### src/design/alws_pkg.sv
// ----------------------------------------------------------------------------
// alws_pkg
// Shared types and constants for the array list with statistics.
// ----------------------------------------------------------------------------
package alws_pkg;

   // operation codes carried in req_tuser
   localparam logic [1:0] OP_APPEND = 2'd0;
   localparam logic [1:0] OP_REMOVE = 2'd1;
   localparam logic [1:0] OP_QUERY  = 2'd2;

   // fixed field widths
   localparam int OP_W    = 2;
   localparam int VALUE_W = 32;
   localparam int COUNT_W = 11;
   localparam int POS_W   = 10;
   localparam int REQ_W   = 48;   // value(32) count(11), padded to bytes
   localparam int RSP_W   = 104;  // 97 bits of fields, padded to bytes

   typedef enum logic [2:0] {
      ST_IDLE,
      ST_EXEC,
      ST_SCAN,
      ST_DIV,
      ST_FINISH
   } state_type;

   typedef struct packed {
      logic capture;
      logic load_plain;
      logic scan_init;
      logic scan_run;
      logic div_init;
      logic div_run;
      logic load_query;
   } cmd_type;

   typedef struct packed {
      logic [1:0] op;
      logic       empty;
      logic       scan_done;
      logic       div_done;
   } status_type;

endpackage

### src/design/alws_ctrl.sv
// ----------------------------------------------------------------------------
// alws_ctrl
// Controller: sequences append, remove and query transactions and owns the
// response valid flag.
// ----------------------------------------------------------------------------
module alws_ctrl (
   input  logic                 clock,
   input  logic                 reset,
   input  logic                 req_tvalid,
   output logic                 req_tready,
   output logic                 rsp_tvalid,
   input  logic                 rsp_tready,
   input  alws_pkg::status_type status,
   output alws_pkg::cmd_type    cmd
);

   alws_pkg::state_type state_ff, state_in;
   logic                rsp_valid_ff, rsp_valid_in;
   logic                out_free;

   assign out_free   = !rsp_valid_ff || rsp_tready;
   assign rsp_tvalid = rsp_valid_ff;

   always_ff @(posedge clock) begin
      if (reset) begin
         state_ff     <= alws_pkg::ST_IDLE;
         rsp_valid_ff <= 1'b0;
      end else begin
         state_ff     <= state_in;
         rsp_valid_ff <= rsp_valid_in;
      end
   end

   always_comb begin
      state_in   = state_ff;
      cmd        = '0;
      req_tready = 1'b0;
      case (state_ff)
         alws_pkg::ST_IDLE: begin
            req_tready = 1'b1;
            if (req_tvalid) begin
               cmd.capture = 1'b1;
               state_in    = alws_pkg::ST_EXEC;
            end
         end
         alws_pkg::ST_EXEC: begin
            if (status.op == alws_pkg::OP_QUERY && !status.empty) begin
               cmd.scan_init = 1'b1;
               state_in      = alws_pkg::ST_SCAN;
            end else if (out_free) begin
               cmd.load_plain = 1'b1;
               state_in       = alws_pkg::ST_IDLE;
            end
         end
         alws_pkg::ST_SCAN: begin
            if (status.scan_done) begin
               cmd.div_init = 1'b1;
               state_in     = alws_pkg::ST_DIV;
            end else begin
               cmd.scan_run = 1'b1;
            end
         end
         alws_pkg::ST_DIV: begin
            if (status.div_done) begin
               state_in = alws_pkg::ST_FINISH;
            end else begin
               cmd.div_run = 1'b1;
            end
         end
         alws_pkg::ST_FINISH: begin
            if (out_free) begin
               cmd.load_query = 1'b1;
               state_in       = alws_pkg::ST_IDLE;
            end
         end
         default: begin
            state_in = alws_pkg::ST_IDLE;
         end
      endcase
   end

   always_comb begin
      if (cmd.load_plain || cmd.load_query) begin
         rsp_valid_in = 1'b1;
      end else if (rsp_tready) begin
         rsp_valid_in = 1'b0;
      end else begin
         rsp_valid_in = rsp_valid_ff;
      end
   end

endmodule

### config.mk
export PLATFORM = sky130hd
export DESIGN_NAME = alws_ctrl
export DESIGN_NICKNAME = d
export VERILOG_FILES = /design/src/design/alws_pkg.sv /design/src/design/alws_ctrl.sv
export SDC_FILE = /design/constraint.sdc
export NUM_CORES = 1
export LEC_CHECK = 0
export ABC_AREA = 1
export ABC_CLOCK_PERIOD_IN_PS = 1300
export BUFFER_PORTS_ARGS = -buffer_cell sky130_fd_sc_hd__buf_2
export CORE_AREA = 2 2 39 41
export CTS_BUF_LIST = sky130_fd_sc_hd__clkbuf_4 sky130_fd_sc_hd__clkbuf_8 sky130_fd_sc_hd__clkbuf_16
export CTS_CLUSTER_SIZE = 28
export DETAILED_ROUTE_END_ITERATION = 10
export DIE_AREA = 0 0 41 43
export SLEW_MARGIN = 20
export SYNTH_ARGS = -nofsm -noshare
export SYNTH_HDL_FRONTEND = slang
export SYNTH_SLANG_ARGS = --single-unit
export TNS_END_PERCENT = 1
### constraint.sdc
create_clock -name clock -period 1.3 [get_ports clock]
set_clock_uncertainty 0.05 [all_clocks]
set_input_delay 0.13 -clock clock [delete_from_list [all_inputs] [get_ports clock]]
set_output_delay 0.13 -clock clock [all_outputs]
set_load 0.005 [all_outputs]
Word-level counts from Yosys, hierarchy flattened
Cells that the tools add are included.

Register bits after elaboration: 4. Input bits: 9. Output and inout bits: 9. Logic and storage cells: 39.

Eq/ne operators: 8. Multiplexer cells: 21. Reductions and logical operators: 8.

Operators with widths (count): $mux 3 (5); $pmux 3 s5 (1); $mux 1 (13); $eq 3x2->1 const B (2); $ne 2x2->1 const B (3); $mux 2 (2); $eq 3x1->1 const B (1); $eq 3x3->1 const B (1); $logic_not 3->1 (1); $reduce_and 3->1 (1); $eq 2x2->1 const B (1); $logic_not 1->1 (2); $logic_or 1x1->1 (2); $reduce_bool 2->1 (1); $logic_and 1x1->1 (1).

Depth between registers and ports, before layout
Gate-level depths: netlist of the first run.

Depth after elaboration: 7. Gate-level depth with buffers: 9. Depth with buffers taken out: 9.

Worst setup path after synthesis of the first run
Ideal clock, no wire load.

Path type: reg2reg. From: register state_ff[2]. To: register state_ff[0]. Setup time: 0.110 ns. Arrival time: 0.883 ns. Data required time: 1.140 ns. Setup slack: 0.257 ns. Stages on the path, launching flop included: 8. Path buffers: 0. Clock period less this slack: 1.043 ns. Path through: dfxtp_1 inv_2 nand3_1 nor2_1 nor2_1 nand2_1 nand2_1 nor2_1.

Cells in the longest elaborated chain, start to end: 3. Elaborated cells on any way between the ends: 10. Those cells by class: eq/ne (7); mux (1); reduce/logical (2).

Ends and longest elaborated chain: start: declaration (RTL line alws_ctrl.sv:17) `alws_pkg::state_type state_ff, state_in;`; start signal: assignment (RTL line alws_ctrl.sv:26) `state_ff <= alws_pkg::ST_IDLE;`; start signal: assignment (RTL line alws_ctrl.sv:29) `state_ff <= state_in;`; $eq 3x2->1 / $logic_not 3->1 (equally long branches) (RTL line alws_ctrl.sv:38) `case (state_ff)`; $ne 2x2->1 (no source line); $reduce_and 3->1 (no source line).

Parallel ways exist; a longest one is shown, timed or not. A chain may end at the register's enable or synchronous reset.

==> results of run 1 <==
==> layout make-up <==
| type | count | area [µm²] | share of cell area |
|---|---|---|---|
| inverter | 14 | 55.05 | 0.1199 |
| timing repair buffer | 18 | 92.59 | 0.2016 |
| multi-input combinational | 36 | 182.7 | 0.3978 |
| sequential | 4 | 86.33 | 0.1880 |
| clock buffer | 3 | 22.52 | 0.04905 |
| tap | 16 | 20.02 | 0.04360 |
==> flip-flops by register name (all words and copies together), names as in the netlist <==
register,count
rsp_tvalid,1
state_ff,3
==> per-layer routing <==
layer  vias to the layer above  global-route usage  part of all wire  routed length (µm)
met2                        15              0.1438              0.47                 359
li1                        206                   -                 -                   -
met1                       163              0.1161              0.45                 343
met5                         -                   0                 0                   0
met4                         0             0.06000                 0                   0
met3                         0             0.04712             0.080                  61
==> power groups by stage <==
stage	logic (mW)	registers, mW	clock network (mW)
2_1_floorplan	0.145	0.168	0
3_3_place_gp	0.241	0.170	0
3_5_place_dp	0.243	0.171	0
4_1_cts	0.248	0.173	0.157
5_1_grt	0.301	0.191	0.165
6_report	0.263	0.189	0.150
==> what timing repair did <==
| item | 4_1_cts | 5_1_grt |
|---|---|---|
| endpoints found under the setup margin | 4 | 10 |
| hold endpoints to repair | 0 | 0 |
| cloned | 0 | 0 |
| gates resized for setup | 3 | 10 |
==> placed cells by master, fill, tap and decap left out, drive strengths merged <==
master / Yosys / routed
nor3: 2 / 2
dfxtp: 4 / 4
nand3b: 1 / 1
nor2: 10 / 10
nor4: 1 / 1
buf: 0 / 18
nand3: 3 / 3
a31oi: 2 / 2
inv: 14 / 14
a21oi: 2 / 2
clkbuf: 0 / 3
nand2: 15 / 15
==> worst min path at each step <==
stage          slack (ps)  start                       to
6_report               40  reset  rsp_tvalid$_SDFFE_PP0P_
5_1_grt                40  reset  rsp_tvalid$_SDFFE_PP0P_
4_1_cts                30  reset  rsp_tvalid$_SDFFE_PP0P_
3_5_place_dp          280  reset  rsp_tvalid$_SDFFE_PP0P_
3_3_place_gp          290  reset  rsp_tvalid$_SDFFE_PP0P_
2_1_floorplan         150  reset  rsp_tvalid$_SDFFE_PP0P_
==> cells by family after synthesis <==
group	count (synthesis)	synth area share
compound gates	4	0.07826
flops	4	0.2783
buf+inv	14	0.1826
simple gates	32	0.4609
==> Yosys cell counts <==
master    number
a21oi_1        2
nor4_1         1
a31oi_1        2
nand3b_1       1
dfxtp_1        4
nor2_1        10
inv_2          1
nor3_1         2
nand3_1        3
inv_1         13
nand2_1       15
==> metrics.txt, run 1 <==
CP Capture Type=output pin; WL/cell=about 8.4 µm; cts bufs inserted=3; remaining antenna violation count=0; Mapped Area=roughly 290 µm²; core area=~1400 µm²; critical path, cell by cell=nor2_2, buf_4, nand2_1, nor2_1, buf_2; P_int=roughly 0.37 mW; die height=43 µm; Max FO, Critical Path=4; r2r startpoint=state_ff[2]$_SDFFE_PP0P_; r2r setup slk=140 ps; Filler Cell Count=167; routed vias=384; vias in the first global route=~310; Clk pwr share=0.249; Hold Fails Final Rpt=0; Tcrit/Tclk final=0.9717; die width=41 µm; Critical R2R Capture=state_ff[0]$_SDFFE_PP0P_; Mapped Cells=54; starting DRC count in detailed routing=12; Hold Path Cell Cnt=2; Setup TNS Final=0 ps; Power Dens Cells=around 1300 nW/µm²; Leak=0.2965 nW; PortBufs=17; Slew @ Worst Pin=just under 200 ps; Layout Area Growth over Synthesis=59.57%; Gate power share=0.437; slew margin rel.=0.8686; initial core utilization=0.2080; Final Max Slew Viols=0; clock-pin slew on the worst setup and hold paths=approximately 40 ps; final setup fails=0; layout net count=86; top-area cell type share of the netlist area=0.2783; clk_lat worst skew=roughly 230 ps; RSZ-0062 raised after global routing=yes; CP delay by family, top=flip-flops; Synthesis Warnings=0; dpl cell area=between 400 and 500 µm²; Seq pwr share=0.314; R2R depth=8; Yosys top cell by area=dfxtp_1; Seq/Total Area, Yosys=0.2783; pre-CTS setup slack=around 150 ps; n_diodes=0; largest net degree at the start of global routing=7; Area contributors post-synth=dfxtp_1, nand2_1, inv_1; worst setup path endpoint=cmd[0]; Placed Instances=approximately 90; Hold Path Class=in2reg; die footprint=~1800 µm²; critical path arrival=about 1100 ps; Levels on crit path=5; Max clock buf depth=2; # hold bufs at CTS=0; final RePlAce weighted congestion=about 0.76; Net Sw Power=about 0.23 mW; slowest stage delay, CP=340 ps; WHS=44.57 ps; critical path class=reg2out; DRC=0; sw frac=0.3794; CTS sink count=4; CP startpoint kind=register; # rows=14; Mapped Avg Cell Area=5.329 µm²; Core Util, Final=0.3318; Seq cells post-synth=4; fraction of final layout cells sized beyond drive strength 1=0.4267; antenna violations before repair=0; Post-CTS Setup Bufs=0; first-pass GRT wire length=about 1200 µm; DP HPWL=roughly 630 µm; maximum vdd drop=between 0.0003 and 0.0004 V; Worst Path Required=roughly 1100 ps; Achievable Freq=approximately 790 MHz; Setup WS post-layout=36.82 ps; Pwr Total=between 0.6 and 0.7 mW; post-route non-filler standard cell count=between 90 and 100; crit path buf inv count=2; syn_nets=63; Max-Cap Viols=0; first-pass iteration count of the detailed router=4; number of library cell types mapped by synthesis=11; Final Cell Area=~460 µm²; CTS tree=yes; CP startpoint=state_ff[0]$_SDFFE_PP0P_; GRT overflow=0; WL final=between 700 and 800 µm; vias per std cell=about 4.2; status=finished clean; GRT Total Usage=0.1005; cell at the slowest stage of the critical path=dfxtp_2; Min Clock Period, post-route=1263 ps; htree depth=1; Ports=18; CTS Root Cell=clkbuf_4
Power figures use the tool's default switching activity.
==> run 2, diff against run 1 <==
--- a/config.mk
+++ b/config.mk
@@ -5,14 +5,17 @@
 export SDC_FILE = /design/constraint.sdc
 export NUM_CORES = 1
 export LEC_CHECK = 0
-export ABC_AREA = 1
 export ABC_CLOCK_PERIOD_IN_PS = 1300
 export BUFFER_PORTS_ARGS = -buffer_cell sky130_fd_sc_hd__buf_2
+export CELL_PAD_IN_SITES_DETAIL_PLACEMENT = 0
+export CELL_PAD_IN_SITES_GLOBAL_PLACEMENT = 1
 export CORE_AREA = 2 2 39 41
 export CTS_BUF_LIST = sky130_fd_sc_hd__clkbuf_4 sky130_fd_sc_hd__clkbuf_8 sky130_fd_sc_hd__clkbuf_16
 export CTS_CLUSTER_SIZE = 28
 export DETAILED_ROUTE_END_ITERATION = 10
 export DIE_AREA = 0 0 41 43
+export PLACE_DENSITY_LB_ADDON = 0.1
+export RECOVER_POWER = 100
 export SLEW_MARGIN = 20
 export SYNTH_ARGS = -nofsm -noshare
 export SYNTH_HDL_FRONTEND = slang
==> run 2 against run 1 <==
Effect of this change:
- non-clock buffer count is 3 higher
- power is 35% lower
- critical path depth is 1 lower
- hold slack better by 12 ps
- routed wire length is 12% higher
- worst setup slack worse by 35 ps
- sequential share of layout area is 1.5 points lower
- synthesized cell count is 33% lower
==> metrics.txt, run 2 <==
status=finished clean; cts bufs inserted=3 (unchanged); RSZ-0062 raised after global routing=yes; fraction of final layout cells sized beyond drive strength 1=0.5789 (+0.1523); Leak=0.2108 nW (-29%); R2R depth=3 (-5); first-pass iteration count of the detailed router=2 (-2); syn_nets=45 (-29%); clk_lat worst skew=240 ps (about the same); Ports=18 (unchanged); Tcrit/Tclk final=0.9988 (+0.02713); maximum vdd drop=0.0001990 V (-47%); post-route non-filler standard cell count=73 (-20%); Hold Fails Final Rpt=0 (unchanged); die width=41 µm (unchanged); number of library cell types mapped by synthesis=24 (+13); CTS tree=yes; vias per std cell=4.712 (+12%); remaining antenna violation count=0 (unchanged); most frequent cells after synthesis=dfxtp_1, nor2b_1, nor3_1, nor3b_1; Seq pwr share=0.348 (+0.034); ys async rst share=0 (unchanged); WL/cell=11.75 µm (+40%); most frequent cells in the layout=buf_2, clkbuf_4, nor2b_1, buf_6; Max clock buf depth=2 (unchanged); Mapped Avg Cell Area=9.002 µm² (+69%); first-pass GRT wire length=1469 µm (+26%); r2r startpoint=state_ff[1]$_SDFFE_PP0P_; CTS Root Cell=clkbuf_4; antenna violations before repair=0 (unchanged); clock-pin slew on the worst setup and hold paths=40 ps (about the same); largest net degree at the start of global routing=11 (+4); critical path class=reg2out; GRT Total Usage=0.1244 (+0.02387); P_int=0.2902 mW (-22%); Achievable Freq=770.2 MHz (-2.7%); core area=1384 µm² (unchanged); Placed Instances=68 (-23%); PortBufs=17 (unchanged); critical path arrival=1120 ps (+40 ps); Seq cells post-synth=4 (unchanged); Power Dens Cells=788.6 nW/µm² (-40%); Largest Register=state_ff; final RePlAce weighted congestion=0.7474 (-2.0%); Final Max Slew Viols=0 (unchanged); sw frac=0.2629 (-0.1165); top-area cell type share of the netlist area=0.2471 (-0.03116); layout net count=68 (-21%); CP Capture Type=output pin; Area contributors post-synth=dfxtp_1, nor2b_1, buf_6; Layout Area Growth over Synthesis=54.05%; Slew @ Worst Pin=268.0 ps (+71.53 ps); routed vias=344 (-10%); HP Start=reset; Critical R2R Capture=state_ff[0]$_SDFFE_PP0P_; commonest non-fill, non-tap cell in the layout=buf_2; Hold Path Class=in2reg; CP startpoint kind=register; slowest stage delay, CP=390 ps (+50 ps); GRT overflow=0 (unchanged); n_diodes=0 (unchanged); CTS sink count=4 (unchanged); vias in the first global route=375 (+23%); Yosys top cell by area=dfxtp_1; die height=43 µm (unchanged); number of flops mapped to enable cells by yosys=0 (unchanged); final setup fails=0 (unchanged); Max-Cap Viols=0 (unchanged); Min Clock Period, post-route=1298 ps (+35.27 ps); dpl cell area=416.7 µm² (+4.1%); Gate power share=0.256 (-0.181); Seq/Total Area, Yosys=0.2471 (-0.03116); Hold Path Cell Cnt=2 (unchanged); DP HPWL=644.1 µm (+3.0%); WL final=858 µm (+12%); Final Cell Area=499.2 µm² (+8.7%); DRC=0 (unchanged); die footprint=1763 µm² (unchanged); htree depth=1 (unchanged); Hold EP=state_ff[2]$_SDFFE_PP0P_; WHS=56.85 ps (+12.27 ps); slew margin rel.=0.8210 (-0.04766); starting DRC count in detailed routing=2 (-10); Mapped Area=324.1 µm² (+13%); critical path, cell by cell=buf_6, nand2b_4, nor3b_1, buf_2; Mapped Cells=36 (-33%); Max FO, Critical Path=7 (+3); CP delay by family, top=flip-flops; Worst Path Required=1120 ps (about the same); max FFs per register=3 (unchanged); r2r setup slk=160 ps (+20 ps); Net Sw Power=0.1035 mW (-55%); Clk pwr share=0.396 (+0.147); crit path buf inv count=2 (unchanged); cell at the slowest stage of the critical path=dfxtp_4; initial core utilization=0.2342 (+0.02622); Most used DFF post-synth=dfxtp_1; # rows=14 (unchanged); Synthesis Warnings=0 (unchanged)
## run 2: changes by cell type after synthesis, moves of 3 or more
cell	previous run	this run
inv_1	13	0
nand2_1	15	1
nor3b_1	0	3
nor2b_1	0	4
nor2_1	10	1
## run 2: kinds of logic after synthesis
logic type      count (synthesis)  share of synthesized area
flops                           4                     0.2471
compound gates                  6                     0.1467
simple gates                   23                     0.5212
buf+inv                         3                    0.08492
## run 2: worst register-to-register path: stages, from the launching register on
cell      delay (ps)
dfxtp_4          370
clkbuf_4         140
o311a_1          360
nor4_2           130
## run 2: routing by layer
metal | routed length [µm] | track usage
met5 | 0 | 0
met2 | 435 | 0.1844
met1 | 354 | 0.1474
met3 | 46 | 0.005236
met4 | 22 | 0.1200
## run 2: area by class of cell
| class | count | area [µm²] |
|---|---|---|
| timing repair buffer | 21 | 123.9 |
| fill | 153 | 884.6 |
| tap | 16 | 20.02 |
| multi-input combinational | 29 | 246.5 |
| clock buffer | 3 | 22.52 |
| sequential | 4 | 86.33 |
## run 2: per-stage QoR
| step | worst slack, ps | utilization | power, mW | TNS (ps) |
|---|---|---|---|---|
| 6_report | 1.551 | 0.3608 | 0.3937 | 0 |
| 5_1_grt | -71.32 | 0.3608 | 0.4209 | -217.2 |
| 4_1_cts | -21.43 | 0.3599 | 0.4036 | -59.97 |
| 3_5_place_dp | 103.7 | 0.3011 | 0.2252 | 0 |
| 3_3_place_gp | 105.6 | 0.3011 | 0.2239 | 0 |
| 2_1_floorplan | 259.1 | - | 0.1857 | 0 |
## run 2: how the worst max path moves through the flow
stage,startpoint,endpoint,depth (start not counted),slack (ps)
after CTS,state_ff[1]$_SDFFE_PP0P_,cmd[6],4,-20
after detailed placement,state_ff[1]$_SDFFE_PP0P_,cmd[2],4,100
after global placement,state_ff[1]$_SDFFE_PP0P_,cmd[2],4,110
final,state_ff[1]$_SDFFE_PP0P_,cmd[1],4,2
after floorplan,state_ff[0]$_SDFFE_PP0P_,cmd[6],3,260
after global routing,state_ff[0]$_SDFFE_PP0P_,cmd[6],4,-70
## run 2: power groups by stage
stage / sequential, mW / combinational [mW] / clock [mW]
floorplan: 0.134 / 0.0514 / 0
global placement: 0.138 / 0.0862 / 0
detailed placement: 0.139 / 0.0867 / 0
CTS: 0.137 / 0.102 / 0.165
global route: 0.137 / 0.112 / 0.171
finish: 0.137 / 0.101 / 0.156
## run 2: repair_timing
action                                  in CTS  in global routing
endpoints found under the setup margin       6                  5
setup buffers                                2                  0
hold buffers                                 0                  0
gates resized for setup                     12                  1
pin swaps                                    2                  3
